===== src/rtl/core/scap_pkg.sv =====
`timescale 1ns / 1ps

package scap_pkg;

  // Initial character values for the two coding conventions.
  localparam logic [7:0] TS_DIRECT  = 8'h3B;
  localparam logic [7:0] TS_INVERSE = 8'h3F;

  // Low nibble of T0 carries K, the number of historical bytes.
  localparam logic [3:0] K_MASK = 4'hF;

  localparam logic [3:0] GROUP_MAX = 4'd15;
  localparam logic [3:0] HIST_MAX  = 4'd15;

  typedef enum logic [2:0] {
    PH_TS    = 3'd0,
    PH_T0    = 3'd1,
    PH_IFACE = 3'd2,
    PH_HIST  = 3'd3,
    PH_TCK   = 3'd4,
    PH_SKIP  = 3'd5
  } phase_t;

  typedef enum logic [1:0] {
    ERR_NONE = 2'd0,
    ERR_TS   = 2'd1,
    ERR_LEN  = 2'd2
  } err_t;

  typedef enum logic [3:0] {
    ROLE_TS   = 4'd0,
    ROLE_T0   = 4'd1,
    ROLE_TA   = 4'd2,
    ROLE_TB   = 4'd3,
    ROLE_TC   = 4'd4,
    ROLE_TD   = 4'd5,
    ROLE_HIST = 4'd6,
    ROLE_TCK  = 4'd7,
    ROLE_IGN  = 4'd8
  } role_t;

  typedef enum logic [1:0] {
    CONV_DIRECT  = 2'd0,
    CONV_INVERSE = 2'd1,
    CONV_INVALID = 2'd2
  } conv_t;

  typedef enum logic [2:0] {
    ST_BUSY     = 3'd0,
    ST_OK       = 3'd1,
    ST_BAD_TS   = 3'd2,
    ST_LENGTH   = 3'd3,
    ST_CHECKSUM = 3'd4
  } status_t;

  typedef struct packed {
    phase_t     phase;
    logic [3:0] pending;
    logic [3:0] group_count;
    logic [3:0] hist_remaining;
    logic [3:0] hist_count;
    logic [7:0] check;
    err_t       err;
    conv_t      conv;
  } parse_state_t;

  localparam parse_state_t STATE_RESET = '{
    phase:          PH_TS,
    pending:        4'd0,
    group_count:    4'd0,
    hist_remaining: 4'd0,
    hist_count:     4'd0,
    check:          8'd0,
    err:            ERR_NONE,
    conv:           CONV_DIRECT
  };

  typedef struct packed {
    logic [7:0] expected_check;
    status_t    final_status;
    conv_t      convention;
    logic [3:0] hist_index;
    logic [3:0] group_index;
    role_t      byte_role;
  } result_t;

  localparam int unsigned OUT_TDATA_W = 32;

endpackage


===== src/rtl/core/scap_classify.sv =====
`timescale 1ns / 1ps

module scap_classify (
  input  scap_pkg::parse_state_t state,
  input  logic [7:0]             data_byte,
  input  logic                   last_byte,
  output scap_pkg::parse_state_t state_next,
  output scap_pkg::result_t      result
);
  import scap_pkg::*;

  parse_state_t nxt;
  role_t        role;
  logic [3:0]   grp;
  logic [3:0]   hidx;
  status_t      status;

  // Where parsing goes once an interface byte or T0 has been consumed.
  function automatic phase_t after_iface(input logic [3:0] pend, input logic [3:0] hrem);
    phase_t ph;
    if (pend != 4'd0) begin
      ph = PH_IFACE;
    end else if (hrem != 4'd0) begin
      ph = PH_HIST;
    end else begin
      ph = PH_TCK;
    end
    return ph;
  endfunction

  always_comb begin
    nxt    = state;
    role   = ROLE_IGN;
    grp    = 4'd0;
    hidx   = 4'd0;
    status = ST_BUSY;

    case (state.phase)
      PH_TS: begin
        role = ROLE_TS;
        if (data_byte == TS_DIRECT) begin
          nxt.conv  = CONV_DIRECT;
          nxt.phase = PH_T0;
          status    = ST_LENGTH;
        end else if (data_byte == TS_INVERSE) begin
          nxt.conv  = CONV_INVERSE;
          nxt.phase = PH_T0;
          status    = ST_LENGTH;
        end else begin
          nxt.conv  = CONV_INVALID;
          nxt.err   = ERR_TS;
          nxt.phase = PH_SKIP;
          status    = ST_BAD_TS;
        end
      end
      PH_T0: begin
        role               = ROLE_T0;
        nxt.pending        = data_byte[7:4];
        nxt.hist_remaining = data_byte[3:0] & K_MASK;
        nxt.hist_count     = 4'd0;
        nxt.group_count    = 4'd1;
        nxt.check          = data_byte;
        nxt.phase          = after_iface(data_byte[7:4], data_byte[3:0] & K_MASK);
        status             = ST_LENGTH;
      end
      PH_IFACE: begin
        grp       = state.group_count;
        nxt.check = state.check ^ data_byte;
        // Lowest pending presence bit picks TA, TB, TC; otherwise TD.
        if (state.pending[0]) begin
          role           = ROLE_TA;
          nxt.pending[0] = 1'b0;
        end else if (state.pending[1]) begin
          role           = ROLE_TB;
          nxt.pending[1] = 1'b0;
        end else if (state.pending[2]) begin
          role           = ROLE_TC;
          nxt.pending[2] = 1'b0;
        end else begin
          role        = ROLE_TD;
          nxt.pending = data_byte[7:4];
          if (state.group_count < GROUP_MAX) begin
            nxt.group_count = state.group_count + 4'd1;
          end
        end
        nxt.phase = after_iface(nxt.pending, state.hist_remaining);
        status    = ST_LENGTH;
      end
      PH_HIST: begin
        status = ST_LENGTH;
        if (last_byte) begin
          role = ROLE_TCK;
        end else begin
          role = ROLE_HIST;
          if (state.hist_count < HIST_MAX) begin
            nxt.hist_count = state.hist_count + 4'd1;
          end
          hidx      = nxt.hist_count;
          nxt.check = state.check ^ data_byte;
          if (state.hist_remaining > 4'd0) begin
            nxt.hist_remaining = state.hist_remaining - 4'd1;
          end
          if (nxt.hist_remaining == 4'd0) begin
            nxt.phase = PH_TCK;
          end
        end
      end
      PH_TCK: begin
        if (last_byte) begin
          role   = ROLE_TCK;
          status = (data_byte == state.check) ? ST_OK : ST_CHECKSUM;
        end else begin
          role      = ROLE_IGN;
          nxt.err   = ERR_LEN;
          nxt.phase = PH_SKIP;
        end
      end
      default: begin
        if (state.err == ERR_TS) begin
          role   = ROLE_IGN;
          status = ST_BAD_TS;
        end else begin
          role   = last_byte ? ROLE_TCK : ROLE_IGN;
          status = ST_LENGTH;
        end
      end
    endcase

    result.byte_role      = role;
    result.group_index    = grp;
    result.hist_index     = hidx;
    result.convention     = nxt.conv;
    result.final_status   = last_byte ? status : ST_BUSY;
    result.expected_check = last_byte ? state.check : 8'd0;

    // The final byte closes the ATR; the next byte is a fresh TS.
    state_next = last_byte ? STATE_RESET : nxt;
  end

endmodule


===== src/rtl/core/smart_card_atr_parser.sv =====
`timescale 1ns / 1ps

// Answer-To-Reset parser for smart cards. ATR bytes enter on the s_axis
// channel, one byte per word, with s_tlast set on the final byte of the ATR.
// Every accepted word yields exactly one result word on the m_axis channel:
// the role of the byte (TS, T0, TA..TD, historical, TCK or ignored), its
// interface group or historical index, and the convention seen in TS. On the
// word that carries m_tlast the final status and the expected check value
// (XOR of T0 up to the byte before the last) are valid; elsewhere they are 0.
// Results are registered. Throughput is one word per cycle while the receiver
// keeps up, set by the combinational classifier between the parse state
// register and the result register. A two-entry output stage (result
// register plus skid register) lets the block keep taking words while a
// result waits. When the receiver stalls, at most two results are held and
// s_tready drops until the skid entry drains. Synchronous reset clears the
// parse state to "expect TS" and empties the output stage; the first word
// after reset or after any final byte is read as TS.
module smart_card_atr_parser (
  input  logic        clk,
  input  logic        rst,
  // s_tdata fields from bit 0: data_byte[7:0]
  input  logic [7:0]  s_tdata,
  input  logic        s_tlast,   // last_byte
  input  logic        s_tvalid,
  output logic        s_tready,
  // m_tdata fields from bit 0: byte_role[3:0], group_index[7:4],
  // hist_index[11:8], convention[13:12], final_status[16:14],
  // expected_check[24:17], zero fill[31:25]
  output logic [scap_pkg::OUT_TDATA_W-1:0] m_tdata,
  output logic        m_tlast,   // end_of_atr
  output logic        m_tvalid,
  input  logic        m_tready
);
  import scap_pkg::*;

  parse_state_t state;
  parse_state_t state_next;
  result_t      new_res;

  result_t out_res;
  logic    out_last;
  logic    out_valid;
  result_t skid_res;
  logic    skid_last;
  logic    skid_valid;

  logic    in_accept;

  scap_classify u_classify (
    .state      (state),
    .data_byte  (s_tdata),
    .last_byte  (s_tlast),
    .state_next (state_next),
    .result     (new_res)
  );

  // Input is taken whenever the skid register is free.
  assign s_tready  = ~skid_valid;
  assign in_accept = s_tvalid & s_tready;

  // Parse state advances on every accepted word.
  always_ff @(posedge clk) begin
    if (rst) begin
      state <= STATE_RESET;
    end else if (in_accept) begin
      state <= state_next;
    end
  end

  // Output stage: the result register feeds the port; the skid register
  // catches a word accepted while the result register is stalled.
  always_ff @(posedge clk) begin
    if (rst) begin
      out_valid  <= 1'b0;
      skid_valid <= 1'b0;
    end else if (!out_valid || m_tready) begin
      if (skid_valid) begin
        out_valid  <= 1'b1;
        skid_valid <= 1'b0;
      end else begin
        out_valid <= in_accept;
      end
    end else if (in_accept) begin
      skid_valid <= 1'b1;
    end
  end

  always_ff @(posedge clk) begin
    if (!out_valid || m_tready) begin
      if (skid_valid) begin
        out_res  <= skid_res;
        out_last <= skid_last;
      end else if (in_accept) begin
        out_res  <= new_res;
        out_last <= s_tlast;
      end
    end else if (in_accept) begin
      skid_res  <= new_res;
      skid_last <= s_tlast;
    end
  end

  assign m_tvalid = out_valid;
  assign m_tlast  = out_last;
  assign m_tdata  = {{(OUT_TDATA_W - $bits(result_t)){1'b0}}, out_res};

  // The skid entry is only ever filled behind a held result.
  a_skid_behind_out: assert property (@(posedge clk) disable iff (rst)
    skid_valid |-> out_valid)
    else $error("skid entry valid while result register empty");

  // A final byte always returns the parser to expecting TS.
  a_final_resets: assert property (@(posedge clk) disable iff (rst)
    (in_accept && s_tlast) |=> (state.phase == PH_TS))
    else $error("parse state not reset after final byte");

  // Status and check value appear only on the closing word.
  a_status_on_last: assert property (@(posedge clk) disable iff (rst)
    (out_valid && !out_last) |-> (out_res.final_status == ST_BUSY &&
                                  out_res.expected_check == 8'd0))
    else $error("final status reported before end of ATR");

  // A group number is given only for interface bytes.
  a_group_only_iface: assert property (@(posedge clk) disable iff (rst)
    (out_valid && out_res.group_index != 4'd0) |->
      (out_res.byte_role == ROLE_TA || out_res.byte_role == ROLE_TB ||
       out_res.byte_role == ROLE_TC || out_res.byte_role == ROLE_TD))
    else $error("group index on a non-interface byte");

endmodule

===== config.mk =====
export PLATFORM = sky130hd
export DESIGN_NAME = smart_card_atr_parser
export DESIGN_NICKNAME = d
export VERILOG_FILES = /design/src/rtl/core/scap_pkg.sv /design/src/rtl/core/scap_classify.sv /design/src/rtl/core/smart_card_atr_parser.sv
export SDC_FILE = /design/constraint.sdc
export NUM_CORES = 1
export LEC_CHECK = 0
export BUFFER_PORTS_ARGS = -buffer_cell sky130_fd_sc_hd__buf_2
export CAP_MARGIN = 20
export CELL_PAD_IN_SITES_DETAIL_PLACEMENT = 0
export CELL_PAD_IN_SITES_GLOBAL_PLACEMENT = 1
export CORE_MARGIN = 8
export CORE_UTILIZATION = 46
export CTS_CLUSTER_SIZE = 24
export DETAILED_ROUTE_END_ITERATION = 16
export GPL_TIMING_DRIVEN = 0
export PLACE_DENSITY_LB_ADDON = 0.1
export SLEW_MARGIN = 20
export SYNTH_ARGS = -nofsm -noshare
export SYNTH_HDL_FRONTEND = slang
export SYNTH_SLANG_ARGS = --single-unit

===== constraint.sdc =====
create_clock -name clk -period 2.9 [get_ports clk]
set_input_delay 0.58 -clock clk [delete_from_list [all_inputs] [get_ports clk]]
set_output_delay 0.58 -clock clk [all_outputs]
set_load 0.02 [all_outputs]

==> flow_metrics.py, run 1 <==
metrics = {
    "cts": {
        "cts-htree-levels": 3,
        "cts_hold_buffers": 0,
        "ctsResizeCount": 0,
        "post-cts-setup-buffers": 0,
        "cts_root_buf": "clkbuf_8",
        "cts_sinks": 85,
        "cts_tree": "done",
        "numCtsBuffers": 9,
        "cts.clk_slew.worst_paths_ns": 0.09,
        "clock_path_buffers": 2,
        "clkLatencyLatePin_ns": 0.35,
    },
    "logic_synthesis": {
        "synthArstFlopShare_pct": 0,
        "ys_seq_area_share_pct": 51.30,
        "yosys.area.top_type_share_pct": 36.05,
        "ys_warn_count": 0,
        "synth_area_per_cell_um2": 10.59,
        "synthFlopType": "edfxtp_1",
        "synth_cell_types": 64,
        "synth_top_cell_by_area": "edfxtp_1",
        "synthCells": 409,
        "synth_seq_cells": 85,
        "synth_area_mm2": 0.004332,
        "synth.area.top_cells": "edfxtp_1, dfxtp_1, mux2_2, xor2_1, nor2_1",
        "synth-edff-count": 52,
    },
    "timing": {
        "slew_viol_final": 0,
        "fin_ws_ns": 0.7745,
        "fin_crit_ns": 2.126,
        "clock.fmax_mhz": 470.5,
        "finalHoldViolCount": 0,
        "fin_tns_setup_ns": 0,
        "tightest_slew_ns": 0.7031,
        "setup_viol": 0,
        "fin_crit_sh_pct": 73.29,
        "slew_headroom_pct": 53.02,
        "clock_skew_ns": 0.01112,
        "rsz0062_at_grt": "false",
    },
    "worst_setup_path": {
        "r2r.worst_path.cells": 5,
        "cp.required_ns": 2.32,
        "cp_max_fo": 10,
        "arrival_ns": 1.55,
        "ff2ff_setup_slack_ns": 0.84,
        "start_kind": "flop",
        "endpoint_kind": "primary output",
        "worstSetupPathType": "flop to primary output",
    },
    "floorplan": {
        "die-area_mm2": 0.01278,
        "die_x_um": 113.0,
        "rows": 35,
        "fp.dieH_um": 113.0,
        "initial_core_util_pct": 47.10,
        "pin_count": 48,
        "core_mm2": 0.009196,
    },
    "cells_and_area": {
        "area_growth_pct": 12.68,
        "diodes": 0,
        "fin_util_pct": 53.07,
        "regArea_mm2": 0.002222,
        "design_area_mm2": 0.004881,
        "drive_gt1_share_pct": 21.46,
        "fillers": 863,
        "nNetsFinal": 477,
        "multi_input_area_mm2": 0.001939,
    },
    "placement": {
        "pre_cts_slack_ns": 0.6070,
        "placed_area_mm2": 0.004676,
        "hpwl_um": 7096,
        "portBuffers": 35,
        "gp_congestion": 0.8120,
    },
    "global_route": {
        "grt_max_degree": 27,
        "grt_pass1_vias": 3007,
        "grt_pass1_wl_um": 15560,
        "antenna_found_initial": 0,
        "grt-ovfl-total": 0,
        "track_usage_pct": 15.40,
    },
    "power": {
        "leakage_uw": 0.001907,
        "vdd_ir_drop_max_mv": 0.2520,
        "p_total_uw": 2548,
        "power_density_mw_per_mm2": 522.1,
    },
    "hold_path": {
        "hold_class": "flop to flop",
        "min_path_cells": 2,
    },
    "routing": {
        "drt_iter0_drc": 160,
        "ant_nets": 0,
        "wl_per_cell_um": 16.98,
        "routed.top_layer": "met4",
        "met1_length_um": 4985,
        "vias": 3139,
        "dr.pass1.iters": 4,
        "wl_met2_um": 4162,
        "routed-wl-met3_um": 495,
        "viasPerCell": 5.440,
        "drcViolationCount": 0,
        "wirelength_um": 9796,
    },
    "outcome": {
        "status": "complete, no violations",
    },
    "job": {
        "drv_cap": 0,
    },
}
## sequential cells by signal, summed over array words and instances (netlist names)
name        count
state          31
skid_last       1
skid_valid      1
skid_res       25
m_tvalid        1
m_tlast         1
m_tdata        25
## worst max-delay path, stage by stage (launching register included)
cell     delay (ns)
dfxtp_1        0.37
inv_1          0.15
buf_1          0.42
buf_2          0.26
## final cells by class
cell class,count,share of cell area (%)
Buffer,33,3.512
Clock buffer,9,2.538
Clock inverter,7,1.641
Inverter,8,0.6152
Multi-Input combinational cell,289,39.73
Sequential cell,85,45.53
Tap cell,111,2.845
Timing Repair Buffer,35,3.589
## synthesized netlist by cell type (2+ instances only)
cell      instances
nor3b_1           2
nand3b_1          2
buf_4             9
and3_1            5
buf_1             2
a22o_1            9
nor3_1            8
mux2_2           22
nor4_1            3
o31ai_1           7
xnor2_1           3
clkbuf_1         16
a211o_1           2
buf_2             4
nor2b_1          13
a22oi_1          14
a21oi_1          15
edfxtp_1         52
a211oi_1          2
o211ai_2          2
and2_1           14
a32oi_1           2
nand3_1          11
nand2_1          26
inv_1             7
or3_1             2
mux2i_1           3
nor2_1           35
a32o_1            3
dfxtp_1          33
xor2_1           17
o21ai_0          24
a31oi_1           3
nand2b_1          4
ha_1              3
nor3b_2           2
## logic make-up after synthesis
kind of cell,synth area share (%)
other,0.08657
buffers and inverters,4.650
AO/OA/AOI/OAI,15.11
adder cells (fa/ha/maj),0.8666
multiplexers,6.413
flip-flops,51.30
AND/OR/NAND/NOR,17.53
XOR/XNOR,4.044
## power by group
group / leakage [µW] / switching, µW / internal, µW
clock: 0.000103 / 465 / 412
combinational: 0.00105 / 206 / 114
sequential: 0.000759 / 19.2 / 1330
## metrics by stage
stage	hold slack [ns]	instances
floorplan	0.4318	415
global placement	0.4417	561
detailed placement	0.4519	561
CTS	0.4651	577
global route	0.4824	577
finish	0.4623	577
## layout by cell type (no fill, tap or decap), types with 4 or more instances in the layout
| cell type | instances |
|---|---|
| a22o_1 | 9 |
| edfxtp_1 | 52 |
| and3_1 | 5 |
| o31ai_1 | 7 |
| clkbuf_8 | 9 |
| a22oi_1 | 14 |
| buf_2 | 39 |
| nor3_1 | 8 |
| nor2b_1 | 13 |
| and2_1 | 14 |
| nand2b_1 | 4 |
| nor2_1 | 34 |
| clkbuf_1 | 16 |
| o21ai_0 | 24 |
| nand2_1 | 26 |
| conb_1 | 7 |
| mux2_2 | 22 |
| nand3_1 | 11 |
| xor2_1 | 17 |
| buf_4 | 9 |
| inv_1 | 7 |
| a21oi_1 | 15 |
| dfxtp_1 | 33 |
## metal layers
| layer | vias to the layer above | GRT usage, % |
|---|---|---|
| met5 | - | 0 |
| met4 | 0 | 5.773 |
| met3 | 16 | 3.195 |
| met2 | 92 | 23.69 |
| met1 | 1430 | 20.82 |
| li1 | 1601 | - |
## worst paths after layout
path                            startpoint           to
worst min-delay path              state[2]     state[2]
worst min register to register    state[2]     state[2]
worst max register to register   state[29]  m_tdata[14]
worst max-delay path            skid_valid     s_tready
No activity file was read; power rests on OpenSTA's default activity.
==> inputs of run 2 (changes only) <==
Clock period 2.9 ns to 2.05 ns, I/O delays scaled along.
==> run 2 against run 1 <==
Critical path type is now flop to flop. Clock-buffer cell count is the same. Worst setup slack lost 0.67 ns. Sequential power grew 41%. First-iteration DRC count grew 24%.
==> flow_metrics.py, run 2 (synthesized netlist as in run 1, its figures left out) <==
metrics = {
    "job": {
        "drv_cap": 0,
    },
    "floorplan": {
        "rows": 35,
        "pin_count": 48,
        "die_x_um": 113.0,
        "fp.dieH_um": 113.0,
        "initial_core_util_pct": 47.10,
        "core_mm2": 0.009196,
        "die-area_mm2": 0.01278,
    },
    "global_route": {
        "grt_max_degree": 27,
        "grt_pass1_wl_um": 15650,
        "track_usage_pct": 15.34,
        "grt_pass1_vias": 3007,
        "antenna_found_initial": 0,
        "grt-ovfl-total": 0,
    },
    "cells_and_area": {
        "final_common_cell": "edfxtp_1",
        "fillers": 845,
        "diodes": 0,
        "drive_gt1_share_pct": 23.18,
        "largest_register_ffs": 31,
        "top_register": "state",
        "layout_common_cells": "edfxtp_1, buf_2, nor2_1, dfxtp_1, nand2_1",
        "nNetsFinal": 477,
        "design_area_mm2": 0.004943,
        "area_growth_pct": 14.12,
    },
    "routing": {
        "vias": 3155,
        "viasPerCell": 5.468,
        "drt_iter0_drc": 198,
        "ant_nets": 0,
        "drcViolationCount": 0,
        "dr.pass1.iters": 4,
        "wl_per_cell_um": 16.89,
        "wirelength_um": 9743,
    },
    "placement": {
        "portBuffers": 35,
        "gp_congestion": 0.7792,
        "placed_area_mm2": 0.004676,
        "hpwl_um": 7111,
    },
    "outcome": {
        "status": "complete, no violations",
    },
    "worst_setup_path": {
        "cp.required_ns": 2.27,
        "arrival_ns": 2.17,
        "cp.buffers_inverters": 1,
        "start_kind": "flop",
        "slowest_stage": "a222oi_1",
        "cp_max_fo": 8,
        "worstSetupPathType": "flop to flop",
        "crit_chain": "buf_6 > nand2b_4 > a211o_1 > a22o_1 > a222oi_1 > mux2_2",
        "cpLargestDelayFamily": "compound AO/OA/AOI/OAI gates",
        "slowest_delay_ns": 0.50,
        "endpoint_kind": "flop",
    },
    "timing": {
        "fin_crit_sh_pct": 94.91,
        "hold-worst-slack_ns": 0.3814,
        "fin_crit_ns": 1.946,
        "clock_skew_ns": 0.01192,
        "setup_viol": 0,
        "rsz0062_at_grt": "false",
        "finalHoldViolCount": 0,
        "clock.fmax_mhz": 514.0,
        "slew_viol_final": 0,
        "slew_headroom_pct": 53.38,
        "tightest_slew_ns": 0.6976,
    },
    "hold_path": {
        "hold_class": "input pin to flop",
    },
    "power": {
        "power_density_mw_per_mm2": 752.9,
        "vdd_ir_drop_max_mv": 0.4178,
        "leakage_uw": 0.001939,
    },
    "cts": {
        "cts-htree-levels": 3,
        "numCtsBuffers": 9,
        "cts_tree": "done",
        "cts_root_buf": "clkbuf_8",
        "clock_path_buffers": 2,
        "cts_sinks": 85,
        "cts.clk_slew.worst_paths_ns": 0.09,
        "ctsResizeCount": 3,
        "clkLatencyLatePin_ns": 0.35,
        "cts_hold_buffers": 0,
        "post-cts-setup-buffers": 0,
    },
}
run 2: path summary, 6_finish.rpt:
check | from | endpoint | slack [ns] | cells after the start
min | s_tlast | skid_last | 0.38 | 1
min reg2reg | state[2] | state[2] | 0.47 | 2
max reg2reg | state[28] | m_tdata[0] | 0.10 | 6
max | state[28] | m_tdata[0] | 0.10 | 6
run 2: cell type report:
type	instances	area (µm²)	area share, %
Timing Repair Buffer	35	175.2	3.543
Clock inverter	7	102.6	2.075
Clock buffer	9	123.9	2.506
Buffer	33	176.4	3.569
Sequential cell	85	2222	44.95
Inverter	8	30.03	0.6074
Tap cell	111	138.9	2.809
Multi-Input combinational cell	289	1974	39.94
run 2: metrics by stage:
| step | total power (µW) | std cells | utilization, % | setup WS [ns] | setup TNS (ns) |
|---|---|---|---|---|---|
| floorplan | 2272 | 415 | - | 0.2395 | 0 |
| global placement | 2397 | 561 | 50.79 | -0.1341 | -4.052 |
| detailed placement | 2403 | 561 | 50.84 | -0.1059 | -2.981 |
| CTS | 3749 | 577 | 53.43 | 0.01798 | 0 |
| global route | 3878 | 577 | 53.76 | 0.01481 | 0 |
| finish | 3722 | 577 | 53.76 | 0.1044 | 0 |
run 2: power by group:
part           internal, µW  switching (µW)  total (µW)  leakage (µW)
Clock                   706             643        1350      0.000117
Sequential             1880            28.6        1910      0.000759
Combinational           166             294         459       0.00106
run 2: layer usage:
metal | wire length [µm] | global-route usage, % | vias up
met2 | 4239 | 23.53 | 73
met4 | 140 | 4.174 | 0
met1 | 4939 | 21.14 | 1474
met3 | 423 | 3.568 | 10
li1 | - | - | 1598
met5 | 0 | 0 | -
run 2: worst reg2reg max path, stage by stage (launching register included):
cell      delay [ns]
dfxtp_1         0.32
buf_6           0.13
nand2b_4        0.14
a211o_1         0.29
a22o_1          0.19
a222oi_1        0.50
mux2_2          0.25
